### src/design/mqs_pkg.sv
// Package for the marquee scroll controller.
// Holds register indexes, reset values, limits and shared structs; no dependencies.
`timescale 1ns / 1ps

package mqs_pkg;

    localparam int MAX_CHARS     = 255;
    localparam int LEN_W         = 8;
    localparam int VIS_W         = 7;
    localparam int TICK_W        = 16;
    localparam int CFG_IDX_W     = 3;
    localparam int CFG_DATA_W    = 16;

    typedef enum logic [CFG_IDX_W-1:0] {
        REG_SCROLL_ENABLE   = 3'd0,
        REG_CONTINUOUS_MODE = 3'd1,
        REG_VISIBLE_CHARS   = 3'd2,
        REG_START_HOLD      = 3'd3,
        REG_END_DWELL       = 3'd4,
        REG_STEP_INTERVAL   = 3'd5
    } t_reg_idx;

    localparam logic [VIS_W-1:0]  VISIBLE_RST  = 7'd4;
    localparam logic [TICK_W-1:0] HOLD_RST     = 16'd1500;
    localparam logic [TICK_W-1:0] DWELL_RST    = 16'd1500;
    localparam logic [TICK_W-1:0] STEP_RST     = 16'd250;
    localparam logic [TICK_W-1:0] TICK_SAT     = {TICK_W{1'b1}};

    typedef enum logic {
        REQ_TICK   = 1'b0,
        REQ_UPDATE = 1'b1
    } t_req;

    typedef struct packed {
        logic              scroll_enable;
        logic              continuous_mode;
        logic [VIS_W-1:0]  visible_chars;
        logic [TICK_W-1:0] start_hold_ticks;
        logic [TICK_W-1:0] end_dwell_ticks;
        logic [TICK_W-1:0] step_interval_ticks;
    } t_cfg;

    typedef struct packed {
        logic             redraw;
        logic [LEN_W-1:0] scroll_offset;
    } t_result;

    typedef struct packed {
        logic [LEN_W-1:0]  offset;
        logic [TICK_W-1:0] elapsed;
        logic [LEN_W-1:0]  stored_len;
    } t_state;

endpackage

### src/design/mqs_cfg.sv
// Configuration register file for the marquee scroll controller.
// Depends on mqs_pkg.
`timescale 1ns / 1ps

module mqs_cfg (
    input  logic                             i_clk,
    input  logic                             i_rst_n,
    input  logic                             i_cfg_we,
    input  logic [mqs_pkg::CFG_IDX_W-1:0]    i_cfg_idx,
    input  logic [mqs_pkg::CFG_DATA_W-1:0]   i_cfg_wdata,
    output mqs_pkg::t_cfg                    o_cfg
);

    mqs_pkg::t_cfg r_cfg;

    always_ff @(posedge i_clk) begin
        if (!i_rst_n) begin
            r_cfg.scroll_enable       <= 1'b0;
            r_cfg.continuous_mode     <= 1'b0;
            r_cfg.visible_chars       <= mqs_pkg::VISIBLE_RST;
            r_cfg.start_hold_ticks    <= mqs_pkg::HOLD_RST;
            r_cfg.end_dwell_ticks     <= mqs_pkg::DWELL_RST;
            r_cfg.step_interval_ticks <= mqs_pkg::STEP_RST;
        end else if (i_cfg_we) begin
            case (i_cfg_idx)
                mqs_pkg::REG_SCROLL_ENABLE:   r_cfg.scroll_enable   <= i_cfg_wdata[0];
                mqs_pkg::REG_CONTINUOUS_MODE: r_cfg.continuous_mode <= i_cfg_wdata[0];
                mqs_pkg::REG_VISIBLE_CHARS:
                    r_cfg.visible_chars <= i_cfg_wdata[mqs_pkg::VIS_W-1:0];
                mqs_pkg::REG_START_HOLD:    r_cfg.start_hold_ticks    <= i_cfg_wdata;
                mqs_pkg::REG_END_DWELL:     r_cfg.end_dwell_ticks     <= i_cfg_wdata;
                mqs_pkg::REG_STEP_INTERVAL: r_cfg.step_interval_ticks <= i_cfg_wdata;
                default: ;
            endcase
        end
    end

    assign o_cfg = r_cfg;

endmodule

### src/design/mqs_core.sv
// Scroll state and per-word next-state logic.
// Holds offset, elapsed tick count and stored length; depends on mqs_pkg.
`timescale 1ns / 1ps

module mqs_core (
    input  logic                          i_clk,
    input  logic                          i_rst_n,
    input  mqs_pkg::t_cfg                 i_cfg,
    input  logic                          i_accept,
    input  logic                          i_req_type,
    input  logic [mqs_pkg::LEN_W-1:0]     i_content_len,
    output mqs_pkg::t_result              o_result,
    output mqs_pkg::t_state               o_state
);

    mqs_pkg::t_state r_state;
    mqs_pkg::t_state n_state;
    logic            redraw;

    logic [mqs_pkg::TICK_W-1:0] elapsed_inc;
    logic [mqs_pkg::LEN_W:0]    vis_ext;
    logic [mqs_pkg::LEN_W:0]    len_ext;
    logic [mqs_pkg::LEN_W:0]    end_sum;
    logic                       short_text;
    logic                       at_end;
    logic [mqs_pkg::LEN_W-1:0]  new_len;
    logic                       restart;

    always_comb begin
        elapsed_inc = (r_state.elapsed == mqs_pkg::TICK_SAT) ? r_state.elapsed
                    : r_state.elapsed + 1'b1;
        vis_ext     = {2'b00, i_cfg.visible_chars};
        len_ext     = {1'b0, r_state.stored_len};
        end_sum     = {1'b0, r_state.offset} + vis_ext;
        short_text  = len_ext <= vis_ext;
        at_end      = i_cfg.continuous_mode ? (r_state.offset >= r_state.stored_len)
                    : (end_sum >= len_ext);

        new_len = (32'(i_content_len) > mqs_pkg::MAX_CHARS)
                ? mqs_pkg::LEN_W'(mqs_pkg::MAX_CHARS) : i_content_len;
        restart = (i_cfg.scroll_enable && !i_cfg.continuous_mode
                   && new_len != r_state.stored_len)
                || ({1'b0, new_len} <= vis_ext);

        n_state = r_state;
        redraw  = 1'b0;
        if (i_req_type == mqs_pkg::REQ_UPDATE) begin
            redraw             = 1'b1;
            n_state.stored_len = new_len;
            if (restart) begin
                n_state.offset  = '0;
                n_state.elapsed = '0;
            end
        end else begin
            n_state.elapsed = elapsed_inc;
            if (i_cfg.scroll_enable && !short_text
                && !(r_state.offset == '0 && elapsed_inc < i_cfg.start_hold_ticks)) begin
                if (at_end) begin
                    if (i_cfg.continuous_mode || elapsed_inc >= i_cfg.end_dwell_ticks) begin
                        n_state.offset  = '0;
                        n_state.elapsed = '0;
                        redraw          = 1'b1;
                    end
                end else if (elapsed_inc >= i_cfg.step_interval_ticks) begin
                    n_state.offset  = r_state.offset + 1'b1;
                    n_state.elapsed = '0;
                    redraw          = 1'b1;
                end
            end
        end
    end

    always_ff @(posedge i_clk) begin
        if (!i_rst_n) begin
            r_state <= '0;
        end else if (i_accept) begin
            r_state <= n_state;
        end
    end

    assign o_result.redraw        = redraw;
    assign o_result.scroll_offset = n_state.offset;
    assign o_state                = r_state;

endmodule

### src/design/mqs_outbuf.sv
// Output register with one skid entry for result words.
// Depends on mqs_pkg.
`timescale 1ns / 1ps

module mqs_outbuf (
    input  logic             i_clk,
    input  logic             i_rst_n,
    input  logic             i_push,
    input  mqs_pkg::t_result i_data,
    output logic             o_can_push,
    output logic             o_valid,
    input  logic             i_ready,
    output mqs_pkg::t_result o_data
);

    logic             r_out_v;
    logic             r_skid_v;
    mqs_pkg::t_result r_out;
    mqs_pkg::t_result r_skid;
    logic             drain;

    assign drain = !r_out_v || i_ready;

    always_ff @(posedge i_clk) begin
        if (!i_rst_n) begin
            r_out_v  <= 1'b0;
            r_skid_v <= 1'b0;
        end else if (drain) begin
            r_out_v  <= r_skid_v || i_push;
            r_skid_v <= 1'b0;
        end else if (i_push) begin
            r_skid_v <= 1'b1;
        end
    end

    always_ff @(posedge i_clk) begin
        if (drain) begin
            r_out <= r_skid_v ? r_skid : i_data;
        end else if (i_push) begin
            r_skid <= i_data;
        end
    end

    assign o_can_push = !r_skid_v;
    assign o_valid    = r_out_v;
    assign o_data     = r_out;

endmodule

### src/design/marquee_scroll_controller.sv
// Marquee scroll controller: result words are registered; one word per cycle is
// taken while the skid is empty. The state update is a single pass of compares
// and a 16-bit counter update, with a one-entry skid behind the result register.
// Reset (synchronous, active low) clears offset, tick count, stored length and
// loads the register defaults. Depends on mqs_pkg, mqs_cfg, mqs_core, mqs_outbuf.
`timescale 1ns / 1ps

module marquee_scroll_controller (
    input  logic                            i_clk,
    input  logic                            i_rst_n,
    input  logic                            i_cfg_we,
    input  logic [mqs_pkg::CFG_IDX_W-1:0]   i_cfg_idx,
    input  logic [mqs_pkg::CFG_DATA_W-1:0]  i_cfg_wdata,
    input  logic                            i_in_valid,
    output logic                            o_in_ready,
    input  logic                            i_req_type,
    input  logic [mqs_pkg::LEN_W-1:0]       i_content_len,
    output logic                            o_out_valid,
    input  logic                            i_out_ready,
    output logic                            o_redraw,
    output logic [mqs_pkg::LEN_W-1:0]       o_scroll_offset
);

    mqs_pkg::t_cfg    cfg;
    mqs_pkg::t_result core_res;
    mqs_pkg::t_result out_res;
    mqs_pkg::t_state  state;
    logic             in_acc;

    assign in_acc = i_in_valid && o_in_ready;

    mqs_cfg u_cfg (
        .i_clk       (i_clk),
        .i_rst_n     (i_rst_n),
        .i_cfg_we    (i_cfg_we),
        .i_cfg_idx   (i_cfg_idx),
        .i_cfg_wdata (i_cfg_wdata),
        .o_cfg       (cfg)
    );

    mqs_core u_core (
        .i_clk         (i_clk),
        .i_rst_n       (i_rst_n),
        .i_cfg         (cfg),
        .i_accept      (in_acc),
        .i_req_type    (i_req_type),
        .i_content_len (i_content_len),
        .o_result      (core_res),
        .o_state       (state)
    );

    mqs_outbuf u_outbuf (
        .i_clk      (i_clk),
        .i_rst_n    (i_rst_n),
        .i_push     (in_acc),
        .i_data     (core_res),
        .o_can_push (o_in_ready),
        .o_valid    (o_out_valid),
        .i_ready    (i_out_ready),
        .o_data     (out_res)
    );

    assign o_redraw        = out_res.redraw;
    assign o_scroll_offset = out_res.scroll_offset;

    a_result_after_accept: assert property (@(posedge i_clk) disable iff (!i_rst_n)
        in_acc |=> o_out_valid)
        else $error("accepted word produced no result");

    a_disabled_holds: assert property (@(posedge i_clk) disable iff (!i_rst_n)
        (in_acc && i_req_type == mqs_pkg::REQ_TICK && !cfg.scroll_enable)
        |=> $stable(state.offset))
        else $error("offset moved while scrolling disabled");

    a_short_restart: assert property (@(posedge i_clk) disable iff (!i_rst_n)
        (in_acc && i_req_type == mqs_pkg::REQ_UPDATE
         && {1'b0, i_content_len} <= {2'b00, cfg.visible_chars})
        |=> (state.offset == '0 && state.elapsed == '0))
        else $error("short text did not restart scroll");

    a_tick_counts: assert property (@(posedge i_clk) disable iff (!i_rst_n)
        (in_acc && i_req_type == mqs_pkg::REQ_TICK)
        |=> (state.elapsed == '0 || state.elapsed == mqs_pkg::TICK_SAT
             || state.elapsed == $past(state.elapsed) + 1'b1))
        else $error("elapsed tick count broke");

endmodule
### config.mk
export PLATFORM = sky130hd
export DESIGN_NAME = marquee_scroll_controller
export DESIGN_NICKNAME = d
export VERILOG_FILES = /design/src/design/mqs_pkg.sv /design/src/design/mqs_cfg.sv /design/src/design/mqs_core.sv /design/src/design/mqs_outbuf.sv /design/src/design/marquee_scroll_controller.sv
export SDC_FILE = /design/constraint.sdc
export NUM_CORES = 1
export LEC_CHECK = 0
export ABC_CLOCK_PERIOD_IN_PS = 4800
export BUFFER_PORTS_ARGS = -buffer_cell sky130_fd_sc_hd__buf_4
export CAP_MARGIN = 20
export CORE_UTILIZATION = 54
export CTS_CLUSTER_DIAMETER = 80
export DETAILED_ROUTE_END_ITERATION = 10
export GPL_TIMING_DRIVEN = 0
export PLACE_DENSITY = 0.85
export SYNTH_ARGS = -nofsm -noshare
export SYNTH_HDL_FRONTEND = slang
export SYNTH_SLANG_ARGS = --single-unit
export TNS_END_PERCENT = 50
### constraint.sdc
create_clock -name i_clk -period 4.8 [get_ports i_clk]
set_input_delay 0.72 -clock i_clk [delete_from_list [all_inputs] [get_ports i_clk]]
set_output_delay 0.72 -clock i_clk [all_outputs]
set_load 0.05 [all_outputs]
## Word level (Yosys, flattened, before mapping)

Cells that the tools add are included.

- Bits in registers: 109
- Output and inout port bits: 11

- $add $sub $neg: 3
- Mux-type cells: 14
- Equality and inequality tests: 8
- Reductions and logical operators: 27
- $lt $le $gt $ge: 7
- Bitwise gates (word level): 2

Operators with widths:

| cell | count |
|---|---|
| $mux 24 | 6 |
| $ge 16x16->1 | 2 |
| $reduce_and 2->1 | 9 |
| $add 16x1->16 const B | 1 |
| $eq 16x16->1 const B | 1 |
| $le 8x7->1 | 2 |
| $lt 16x16->1 | 1 |
| $mux 16 | 1 |
| $add 8x7->9 | 1 |
| $ge 9x8->1 | 1 |
| $mux 9 | 1 |
| $add 8x1->8 const B | 1 |
| $ge 8x8->1 | 1 |
| $logic_not 8->1 | 1 |
| $ne 8x8->1 | 1 |
| $eq 3x2->1 const B | 2 |
| $eq 3x3->1 const B | 2 |
| $logic_and 1x1->1 | 6 |
| $mux 1 | 6 |
| $logic_not 1->1 | 5 |
| $logic_or 1x1->1 | 4 |
| $eq 3x1->1 const B | 1 |
| $logic_not 3->1 | 1 |
| $ne 2x1->1 const B | 1 |
| 2 further kinds | 3 |

## Longest topological paths before layout

Gate-level depths: netlist (run 1).

- Word-level depth: 9
- Depth in mapped cells: 18
- Depth with buffers taken out: 18

## Hierarchy

From an unflattened synthesis (run 1), not the netlist that was laid out.

- Cells, all modules: 862
- Area total of the unflattened synthesis: 7,608.5 µm²

By module, submodules not included:

| module | seq. area each (µm²) | cells each | instances | area an instance (µm²) |
|---|---|---|---|---|
| mqs_core | 640.6 | 600 | 1 | 4,478.0 |
| mqs_cfg | 1,141.1 | 224 | 1 | 2,357.3 |
| mqs_outbuf | 580.6 | 37 | 1 | 767.0 |
| marquee_scroll_controller | 0.0 | 1 | 1 | 6.3 |

## Worst setup path before layout (run 1)

No wires, ideal clock.

- Path type: reg2reg
- Start point: reg u_core.r_state (netlist bit u_core.o_state[8])
- End point: reg u_outbuf.r_out (netlist bit u_outbuf.o_data[7]), data pin
- Period minus slack after synthesis: 4.632 ns
- Setup time: 0.181 ns
- Data required time: 4.619 ns
- Buffers on the path: 0
- Cell stages (with the launch flop): 18
- Arrival: 4.451 ns
- Path slack: 0.168 ns
- Cells stage by stage: dfxtp_1 -> ha_1 -> nand3_2 -> nor4_1 -> nor2_1 -> nand4_1 -> nor2_1 -> and3_1 -> xor2_1 -> ha_1 -> nand4_1 -> a211o_1 -> o211ai_1 -> a31oi_1 -> or4_1 -> nor3_1 -> a21oi_1 -> a221oi_1

- Longest elaborated chain between the ends: 9
- Elaborated cells between the ends (all ways): 16

RTL lines:

| what | line | source |
|---|---|---|
| start, declared | mqs_core.sv:16 | `mqs_pkg::t_state r_state;` |
| start signal, assigned | mqs_core.sv:77 | `r_state <= n_state;` |
| $add 16x1->16 or $eq 16x16->1 (tied branches) | mqs_core.sv:31, mqs_core.sv:30 |  |
| $mux 16 (*) | mqs_core.sv:30 | `elapsed_inc = (r_state.elapsed == mqs_pkg::TICK_SAT) ? r_state.elapsed` |
| $ge 16x16->1 or $lt 16x16->1 (tied branches) | mqs_core.sv:59, mqs_core.sv:57 |  |
| $logic_or 1x1->1 or $logic_and 1x1->1 (tied branches) | mqs_core.sv:59, mqs_core.sv:57 |  |
| $mux 24 or $logic_not 1->1 (tied branches) | mqs_core.sv:59, mqs_core.sv:57 |  |
| $mux 24 or $logic_and 1x1->1 (tied branches) | mqs_core.sv:58, mqs_core.sv:57 |  |
| $mux 24 (*) | mqs_core.sv:56 | `if (i_cfg.scroll_enable && !short_text` |
| $mux 24 (*) | mqs_core.sv:47 | `if (i_req_type == mqs_pkg::REQ_UPDATE) begin` |
| $mux 9 (*) | mqs_outbuf.sv:38 | `r_out <= r_skid_v ? r_skid : i_data;` |
| end signal, assigned | mqs_outbuf.sv:38 |  |
| end, declared | mqs_outbuf.sv:18 | `mqs_pkg::t_result r_out;` |

Mark *: on every way between the ends. The rest lies on a longest branch, timed or not.
A chain may end at the register's enable or synchronous reset.

## Worst setup path after layout (run 1)

- Start point: reg u_core.r_state (netlist bit u_core.o_state[16])
- End point: reg u_outbuf.r_out (netlist bit u_outbuf.o_data[3]), data pin

The elaborated chain is that of the path after synthesis.

==> reports/qor.txt, run 1 <==
status = finished, final reports clean
dpl cells = 1066
EDFF count, synth = 18
headroom to the max-slew limit = 0.323
Worst Tran Pin Value = 1.00 ns
Ports = 44
FP Rows = 41
CTS Sinks = 109
final setup fails = 0
final-stage net count = 1031
top cells by area, synth = dfxtp_1, ha_1, nand2_1
CTS Buffer Depth = 2
Die W = 116 um
global-route wire length before repair = 30.7 mm
Initial Util = 0.555
Slew Viols, Final = 0
fmax = 0.218 GHz
CORE AREA = 12600 sq um
Worst EP required = 4.90 ns
drt first pass iters = 5
largest net degree at the start of global routing = 19
gpl congestion = 0.905
critical path type = register to register
Root Buffer = clkbuf_16
Mean Syn Cell Area = 8.21 sq um
Worst Path Arrival = 4.69 ns
hold slack = 0.457 ns
DR vias = 6624
Worst setup EP type = register
dominant cell type by area after synthesis = dfxtp_1
Non-Filler Instances = 1087
via-per-instance ratio = 6.09
Synth cell types = 70
share of cells above drive strength 1 = 0.103
n_diodes = 0
share of the yosys chip area belonging to registers = 0.337
Iter 0 DRT Violations = 571
crit path time final = 4.59 ns
post-DP HPWL = 14.3 mm
top cell type's share of synthesized area = 0.260
Reg clk slew, reported paths = 0.08 ns
Power per Cell Area = 246 nW/um^2
initial antenna violation count = 0
Leak = 3.28 nW
Worst Hold Class = register to register
max-cap violations = 0
Clk Latency, worst-skew pair = 0.36 ns
dominant synthesized flop cell = dfxtp_1
port buffer count = 41
vias in the first global route = 6297
Core Util, Final = 0.629
cell area after layout = 7930 sq um
Critical Path Fanout Max = 8
RSZ-0062 raised after global routing = no
CTS buffer count = 9
fraction of registers with async set/reset = 0
Yosys reg bits = 109
Residual DRC = 0
syn_nets = 974
die height = 116 um
most common cell in the netlist = nand2_1
gr ovfl total = 0
drt wl/cell = 17.5 um
H-tree depth = 3
Placement Cell Area = 7530 sq um
synthesized cell area = 7010 sq um
period utilization = 0.957
DRT Wirelength = 19.1 mm
Fin. Hold Viols = 0
Layout area overhead = 13.2%
Global Route Usage Sum = 0.298
post-route ant nets = 0
Syn Inst Count = 853
fillers = 1133
crit start category = register
full die area = 13400 sq um
total power = 1.95 mW
Ys Warns = 0
CTS tree = built
peak supply drop = 0.318 mV
Post-synth top cells = nand2_1, dfxtp_1, ha_1
Clock Skew = 0.00857 ns
-- worst max-delay path, stage by stage, from the launching register on --
cell and delay (ns):
dfxtp_1 0.49, nand4_1 0.27, nor4_4 0.43, nor2_4 0.11, nand4_1 0.17, nor2_2 0.09, and3_1 0.21, xor2_2 0.19
ha_1 0.36, and4_1 0.27, nor4b_2 0.26, o2111ai_1 0.19, o221ai_2 0.34, a21o_1 0.21, o21ai_0 0.22, a22oi_1 0.39
a31oi_1 0.12
-- area by class of cell --
class | count | area (sq um) | share of cell area
repair buffers | 47 | 353 | 0.0445
clock buffers | 10 | 229 | 0.0289
flip-flops and latches | 109 | 2360 | 0.298
plain buffers | 35 | 144 | 0.0181
well taps | 172 | 215 | 0.0271
multi-input cells | 630 | 4290 | 0.541
clock inverters | 6 | 46.3 | 0.00584
inverters | 78 | 293 | 0.0369
-- stage by stage --
| stage | setup slack [ns] | setup TNS [ns] |
|---|---|---|
| CTS | 0.0351 | 0 |
| detailed placement | -0.901 | -32.00 |
| floorplan | 0.168 | 0 |
| global route | 0.0180 | 0 |
| finish | 0.206 | 0 |
| global placement | -0.664 | -22.65 |
-- per-layer routing --
metal,track usage,wire length (um),share of wire,up-vias
li1,-,-,-,3176
met1,0.361,7860,0.41,3098
met2,0.508,9110,0.48,287
met3,0.0575,1340,0.070,63
met4,0.146,746,0.039,0
met5,0,0,0,-
-- sequential cells by signal (all words and copies together), names as in the netlist --
name	flops
u_outbuf.o_valid	1
u_outbuf.r_skid_v	1
u_outbuf.o_data	9
u_core.o_state	32
u_cfg.o_cfg	57
u_outbuf.r_skid	9
-- placed cells by master, fill, tap and decap left out, types with 7 or more instances in the layout --
cell type / n
inv_1: 75
buf_4: 50
nand3_1: 26
a22o_1: 7
nor2b_1: 10
a21o_1: 7
clkbuf_1: 29
a211oi_1: 13
o21ai_0: 30
o211ai_1: 28
nand2_1: 149
xnor2_1: 21
clkbuf_16: 9
edfxtp_1: 18
ha_1: 87
o21a_1: 7
a31oi_1: 10
and3_1: 9
a21oi_1: 79
nor2_1: 30
nand4_1: 13
dfxtp_1: 89
-- path summary, 6_finish.rpt --
kind	depth (start not counted)	end	slack [ns]	startpoint
setup reg to reg	16	u_outbuf.o_data[3]	0.21	u_core.o_state[16]
hold / removal	2	u_cfg.o_cfg[45]	0.46	u_cfg.o_cfg[45]
setup / recovery	16	u_outbuf.o_data[3]	0.21	u_core.o_state[16]
hold reg to reg	2	u_cfg.o_cfg[45]	0.46	u_cfg.o_cfg[45]
-- where the power goes --
group / switching [mW] / total, mW / internal, mW
clock network: 0.359 / 0.716 / 0.357
logic: 0.174 / 0.266 / 0.0915
registers: 0.0160 / 0.968 / 0.952
total: 0.550 / 1.95 / 1.40
-- timing repair --
item | 4_1_cts | 5_1_grt
hold buffers | 0 | 0
gates resized for setup | 6 | 13
setup buffers | 1 | 5
endpoints found under the setup margin | 42 | 40
pin swaps | 1 | 5
-- cell families after synthesis --
logic type / synth area share
AND/OR/NAND/NOR: 0.194
AO/OA/AOI/OAI: 0.209
multiplexers: 0.00589
adder cells (fa/ha/maj): 0.158
XOR/XNOR: 0.0337
buffers and inverters: 0.0629
flip-flops: 0.337
No activity file was read; power rests on OpenSTA's default activity.
==> run 2, diff against run 1 <==
--- a/config.mk
+++ b/config.mk
@@ -5,14 +5,14 @@
 export SDC_FILE = /design/constraint.sdc
 export NUM_CORES = 1
 export LEC_CHECK = 0
-export ABC_CLOCK_PERIOD_IN_PS = 4800
+export ABC_CLOCK_PERIOD_IN_PS = 4520
 export BUFFER_PORTS_ARGS = -buffer_cell sky130_fd_sc_hd__buf_4
 export CAP_MARGIN = 20
 export CORE_UTILIZATION = 54
 export CTS_CLUSTER_DIAMETER = 80
 export DETAILED_ROUTE_END_ITERATION = 10
 export GPL_TIMING_DRIVEN = 0
-export PLACE_DENSITY = 0.85
+export PLACE_DENSITY = 0.82
 export SYNTH_ARGS = -nofsm -noshare
 export SYNTH_HDL_FRONTEND = slang
 export SYNTH_SLANG_ARGS = --single-unit
==> constraint.sdc (replaced) <==
create_clock -name i_clk -period 4.52 [get_ports i_clk]
set_input_delay 0.678 -clock i_clk [delete_from_list [all_inputs] [get_ports i_clk]]
set_output_delay 0.678 -clock i_clk [all_outputs]
set_load 0.05 [all_outputs]
==> run 2 against run 1 <==
Against the previous run: sequential power grew 6%; clock-buffer cell count is 1 lower; first-iteration DRC count down 5.6%; sequential share of layout area down 0.63 points; clock skew decreased by 0.00091 ns; highest routed layer unchanged.
==> reports/qor.txt, run 2 (same netlist as run 1, synthesis figures left out) <==
drt first pass iters = 4
CP startpoint = u_core.o_state[8]
Root Buffer = clkbuf_16
DRT Wirelength = 19.3 mm
initial antenna violation count = 0
DR vias = 6505
Initial Util = 0.555
Seq pwr share = 0.475
gpl congestion = 0.952
peak supply drop = 0.287 mV
headroom to the max-slew limit = 0.255
Ports = 44
max-cap violations = 0
Worst R2R Path Depth = 17
WL met3 = 1.10 mm
post-DP HPWL = 14.3 mm
RSZ-0062 raised after global routing = yes
Power per Cell Area = 267 nW/um^2
total power = 2.17 mW
global-route wire length before repair = 31.2 mm
Iter 0 DRT Violations = 539
share of cells above drive strength 1 = 0.127
full die area = 13400 sq um
CTS tree = built
Critical Path Fanout Max = 7
Clk Latency, worst-skew pair = 0.37 ns
Residual DRC = 0
Slew Viols, Final = 0
R2R setup slack = 0.11 ns
hold_sp = u_cfg.o_cfg[11]
Reg clk slew, reported paths = 0.08 ns
critical path type = register to register
Worst Tran Pin Value = 1.10 ns
Register Area = 2370 sq um
reg2reg end = u_outbuf.o_data[0]
n_diodes = 0
Die W = 116 um
commonest non-fill, non-tap cell in the layout = nand2_1
FP Rows = 41
hold slack = 0.457 ns
Layout area overhead = 16.0%
Int Power = 1.55 mW
crit start category = register
Worst EP required = 4.64 ns
fillers = 1093
gr ovfl total = 0
clock network fraction of total power = 0.392
final-stage net count = 1034
setup TNS = 0 ns
final setup fails = 0
H-tree depth = 3
Global Route Usage Sum = 0.300
CORE AREA = 12600 sq um
combinational share of power = 0.133
status = finished, final reports clean
P_sw = 0.613 mW
Switching Share = 0.283
largest net degree at the start of global routing = 21
Core Util, Final = 0.644
Worst Path Arrival = 4.53 ns
met2 WL post-DR = 9.48 mm
CTS Buffer Depth = 2
Leak = 3.41 nW
max reg flops = 57
Clock Skew = 0.00766 ns
Worst Hold Class = register to register
post-route ant nets = 0
crit path time final = 4.41 ns
Max Used Layer = met4
vias in the first global route = 6426
CTS buffer count = 9
CTS Sinks = 109
cell area after layout = 8130 sq um
footprint of the multi-input gates = 4410 sq um
most frequent cells in the layout = nand2_1, ha_1, dfxtp_1
Fin. Hold Viols = 0
RR Startpoint = u_core.o_state[8]
Placement Cell Area = 7540 sq um
Hold-fix buffers, CTS = 0
die height = 116 um
via-per-instance ratio = 5.97
crit path capture = u_outbuf.o_data[0]
period utilization = 0.975
Worst setup EP type = register
fmax = 0.227 GHz
WL met1 = 8.11 mm
drt wl/cell = 17.7 um
port buffer count = 41
[run 2: cell types whose count changed in the layout (fill, tap and decap cells not counted), moves of 2 or more]
cell,change
a21oi_1,-3
a21oi_2,+3
buf_4,+3
clkinv_8,+2
clkinvlp_4,-2
dfxtp_1,-3
dfxtp_2,+2
inv_4,+2
o21ai_0,-3
o21ai_1,+2
xnor2_1,-3
xnor2_2,+3
[run 2: metrics by stage]
step,setup WS (ns),cells
2_1_floorplan,0.120,853
3_3_place_gp,-0.649,1066
3_5_place_dp,-0.775,1066
4_1_cts,0.00225,1084
5_1_grt,-0.0664,1090
6_report,0.115,1090
[run 2: final cells by class]
| type | count | share of cell area |
|---|---|---|
| clock inverters | 7 | 0.0114 |
| inverters | 78 | 0.0360 |
| flip-flops and latches | 109 | 0.292 |
| repair buffers | 50 | 0.0462 |
| clock buffers | 9 | 0.0277 |
| well taps | 172 | 0.0265 |
| multi-input cells | 630 | 0.543 |
| plain buffers | 35 | 0.0177 |
[run 2: worst min path at each step]
stage,endpoint,slack (ns),cells after the start
6_report,u_cfg.o_cfg[11],0.46,2
5_1_grt,u_cfg.o_cfg[0],0.49,2
3_5_place_dp,u_cfg.o_cfg[11],0.45,2
4_1_cts,u_cfg.o_cfg[11],0.46,2
3_3_place_gp,u_cfg.o_cfg[8],0.44,2
2_1_floorplan,u_cfg.o_cfg[10],0.44,2
[run 2: what timing repair did]
item                                    4_1_cts  5_1_grt
endpoints found under the setup margin       42       41
pin swaps                                     5       13
buffers inserted                              3        6
resized for setup                            11       35
[run 2: metal layers]
metal | vias up | GRT usage
li1 | 3183 | -
met1 | 3065 | 0.354
met2 | 209 | 0.521
met3 | 48 | 0.0617
met4 | 0 | 0.143
met5 | - | 0
[run 2: power by group through the flow]
stage | registers (mW) | logic, mW | clock network (mW)
global route | 1.03 | 0.316 | 0.885
floorplan | 1.07 | 0.153 | 0
CTS | 1.03 | 0.273 | 0.859
finish | 1.03 | 0.288 | 0.851
detailed placement | 1.05 | 0.269 | 0
global placement | 1.05 | 0.264 | 0
[run 2: worst max-delay path: stages (launching register included)]
cell	delay [ns]
dfxtp_4	0.42
ha_2	0.23
nand3_2	0.16
nor4_4	0.36
nor2_4	0.10
nand4_1	0.14
nor2_2	0.09
and3_1	0.21
xor2_2	0.18
ha_1	0.37
and4_4	0.26
nor4b_4	0.26
nand2_1	0.17
o221ai_4	0.30
a21o_1	0.19
o211ai_2	0.14
o22a_1	0.29
mux2_2	0.28
==> run 3, diff against run 2 <==
--- a/config.mk
+++ b/config.mk
@@ -15,5 +15,6 @@
 export PLACE_DENSITY = 0.82
 export SYNTH_ARGS = -nofsm -noshare
 export SYNTH_HDL_FRONTEND = slang
+export SYNTH_HIERARCHICAL = 1
 export SYNTH_SLANG_ARGS = --single-unit
 export TNS_END_PERCENT = 50
==> run 3 against run 2 <==
Against the previous run: first-iteration DRC count shrank 11%; maximum frequency shrank 1.8%; critical path depth increased by 4; register-to-register slack worse by 0.08 ns; final area rose by 9.3%; sequential share of layout area shrank 2.3 points; sequential cell count is the same; combinational power increased by 15%.
==> reports/qor.txt, run 3 <==
main combinational cell family by area after synthesis = simple AND/OR/NAND/NOR gates
Worst Tran Pin Value = 0.837 ns
Die W = 121 um
final-stage net count = 1052
Worst R2R Path Depth = 21
Clock Skew = 0.0107 ns
Initial Util = 0.550
H-tree depth = 3
Power per Cell Area = 237 nW/um^2
fmax = 0.223 GHz
max-cap violations = 0
Hold-fix buffers, CTS = 0
R2R setup slack = 0.03 ns
EDFF count, synth = 18
Final Worst Setup Slack = 0.0329 ns
mux cell area share after synthesis = 0.0937
hold endpoint = u_cfg/o_cfg[25]
via-per-instance ratio = 5.93
post-route ant nets = 0
Synth cell types = 69
fillers = 1147
cell area after layout = 8880 sq um
most common cell in the netlist = nand2_1
crit path time final = 4.49 ns
Clk Latency, worst-skew pair = 0.36 ns
gpl congestion = 0.902
FP Rows = 43
Post-synth top cells = nand2_1, dfxtp_1, ha_1
initial antenna violation count = 0
Leak = 3.91 nW
Ports = 44
Syn Inst Count = 862
max reg flops = 57
vias in the first global route = 6237
hold_sp = u_cfg/o_cfg[25]
top cells by area, synth = dfxtp_1, ha_1, mux2i_1
CORE AREA = 13800 sq um
CTS Sinks = 109
Iter 0 DRT Violations = 481
final setup fails = 0
xor and xnor area share after synthesis = 0.0335
dominant cell type by area after synthesis = dfxtp_1
headroom to the max-slew limit = 0.434
Switching Share = 0.279
period utilization = 0.993
dominant synthesized flop cell = dfxtp_1
global-route wire length before repair = 31.1 mm
drt first pass iters = 5
largest net degree at the start of global routing = 19
Fin. Hold Viols = 0
DP Worst Slack = -0.901 ns
fraction of registers with async set/reset = 0
most frequent cells in the layout = nand2_1, ha_1, dfxtp_1
compound-gate portion of the synthesized area = 0.139
port buffer count = 39
DR vias = 6617
Ys Warns = 6
commonest non-fill, non-tap cell in the layout = nand2_1
Non-Filler Instances = 1116
syn_nets = 983
synthesized cell area = 7610 sq um
CTS tree = built
n_diodes = 0
Slew Viols, Final = 0
Yosys reg bits = 109
Simple-Gate Fraction of Synth Area = 0.197
post-DP HPWL = 14.3 mm
combinational share of power = 0.157
top cell type's share of synthesized area = 0.239
drt wl/cell = 17.6 um
Global Route Usage Sum = 0.275
Mean Syn Cell Area = 8.83 sq um
Int Power = 1.52 mW
total power = 2.10 mW
peak supply drop = 0.213 mV
Placement Cell Area = 8130 sq um
Adder-Cell Fraction of Synth Area = 0.146
critical path type = register to register
CTS buffer count = 9
share of cells above drive strength 1 = 0.196
CTS Buffer Depth = 2
Reg clk slew, reported paths = 0.08 ns
status = finished, final reports clean
Worst setup EP type = register
DRT Wirelength = 19.6 mm
P_sw = 0.588 mW
Worst EP required = 4.63 ns
share of the yosys chip area belonging to registers = 0.310
hold path depth = 2
Seq pwr share = 0.487
Worst Hold Class = register to register
die height = 121 um
reg2reg end = u_outbuf/o_data[8]
crit start category = register
footprint of the multi-input gates = 4930 sq um
Layout area overhead = 16.8%
Register Area = 2380 sq um
hold slack = 0.456 ns
RR Startpoint = u_core/o_state[8]
Worst Path Arrival = 4.59 ns
Critical Path Fanout Max = 7
full die area = 14600 sq um
dpl cells = 1081
Root Buffer = clkbuf_16
Residual DRC = 0
gr ovfl total = 0
clock network fraction of total power = 0.356
-- run 3: per-layer routing --
layer,vias up,share of wire,global-route usage
met3,52,0.064,0.0321
met5,-,0,0
met4,0,0.038,0.137
met2,266,0.48,0.471
met1,3111,0.42,0.340
li1,3188,-,-
-- run 3: cell families after synthesis --
family,count (synthesis)
AO/OA/AOI/OAI,158
XOR/XNOR,27
adder cells (fa/ha/maj),88
buffers and inverters,127
flip-flops,109
multiplexers,67
AND/OR/NAND/NOR,286
-- run 3: layout make-up --
| type | count | area share |
|---|---|---|
| well taps | 180 | 0.0254 |
| clock inverters | 7 | 0.00577 |
| inverters | 77 | 0.0325 |
| clock buffers | 9 | 0.0254 |
| repair buffers | 60 | 0.0507 |
| multi-input cells | 626 | 0.555 |
| plain buffers | 48 | 0.0370 |
| flip-flops and latches | 109 | 0.268 |
-- run 3: worst max-delay path by stage --
stage                                    end  slack, ns          startpoint
after floorplan           u_outbuf/o_data[8]       0.02   u_core/o_state[8]
after global placement    u_outbuf/o_data[8]      -0.88   u_core/o_state[8]
after detailed placement  u_outbuf/o_data[8]      -0.90   u_core/o_state[8]
after CTS                 u_outbuf/o_data[0]      0.006   u_core/o_state[8]
after global routing      u_outbuf/o_data[7]      -0.09  u_core/o_state[15]
final                     u_outbuf/o_data[8]       0.03   u_core/o_state[8]
-- run 3: power groups by stage --
stage | combinational [mW] | sequential, mW | clock (mW)
2_1_floorplan | 0.187 | 1.07 | 0
3_3_place_gp | 0.294 | 1.05 | 0
3_5_place_dp | 0.300 | 1.05 | 0
4_1_cts | 0.307 | 1.03 | 0.761
5_1_grt | 0.356 | 1.03 | 0.798
6_report | 0.330 | 1.03 | 0.749
-- run 3: repair_timing --
action | 4_1_cts | 5_1_grt
buffers inserted | 6 | 15
gates cloned | 0 | 0
pin swaps | 8 | 18
gates resized for setup | 29 | 47
setup endpoints to repair | 42 | 32
-- run 3: worst max-delay path, stage by stage (launching register included) --
cell and delay (ns):
dfxtp_4 0.38, ha_4 0.14, nand3_1 0.10, or4_4 0.54, buf_8 0.15, nand3_4 0.10, nor3_4 0.07, nand3_4 0.14
nor2_2 0.07, xor2_2 0.17, buf_4 0.16, ha_1 0.29, a211oi_2 0.19, nor2_1 0.10, nor4_2 0.40, a31oi_4 0.20
or2_4 0.27, o221ai_4 0.21, buf_6 0.15, inv_1 0.03, buf_4 0.12, mux2_4 0.26
-- run 3: through the flow --
step | TNS, ns | utilization
finish | 0 | 0.642
CTS | 0 | 0.621
global route | -0.309 | 0.642
floorplan | 0 | -
global placement | -18.94 | 0.588
detailed placement | -20.24 | 0.588
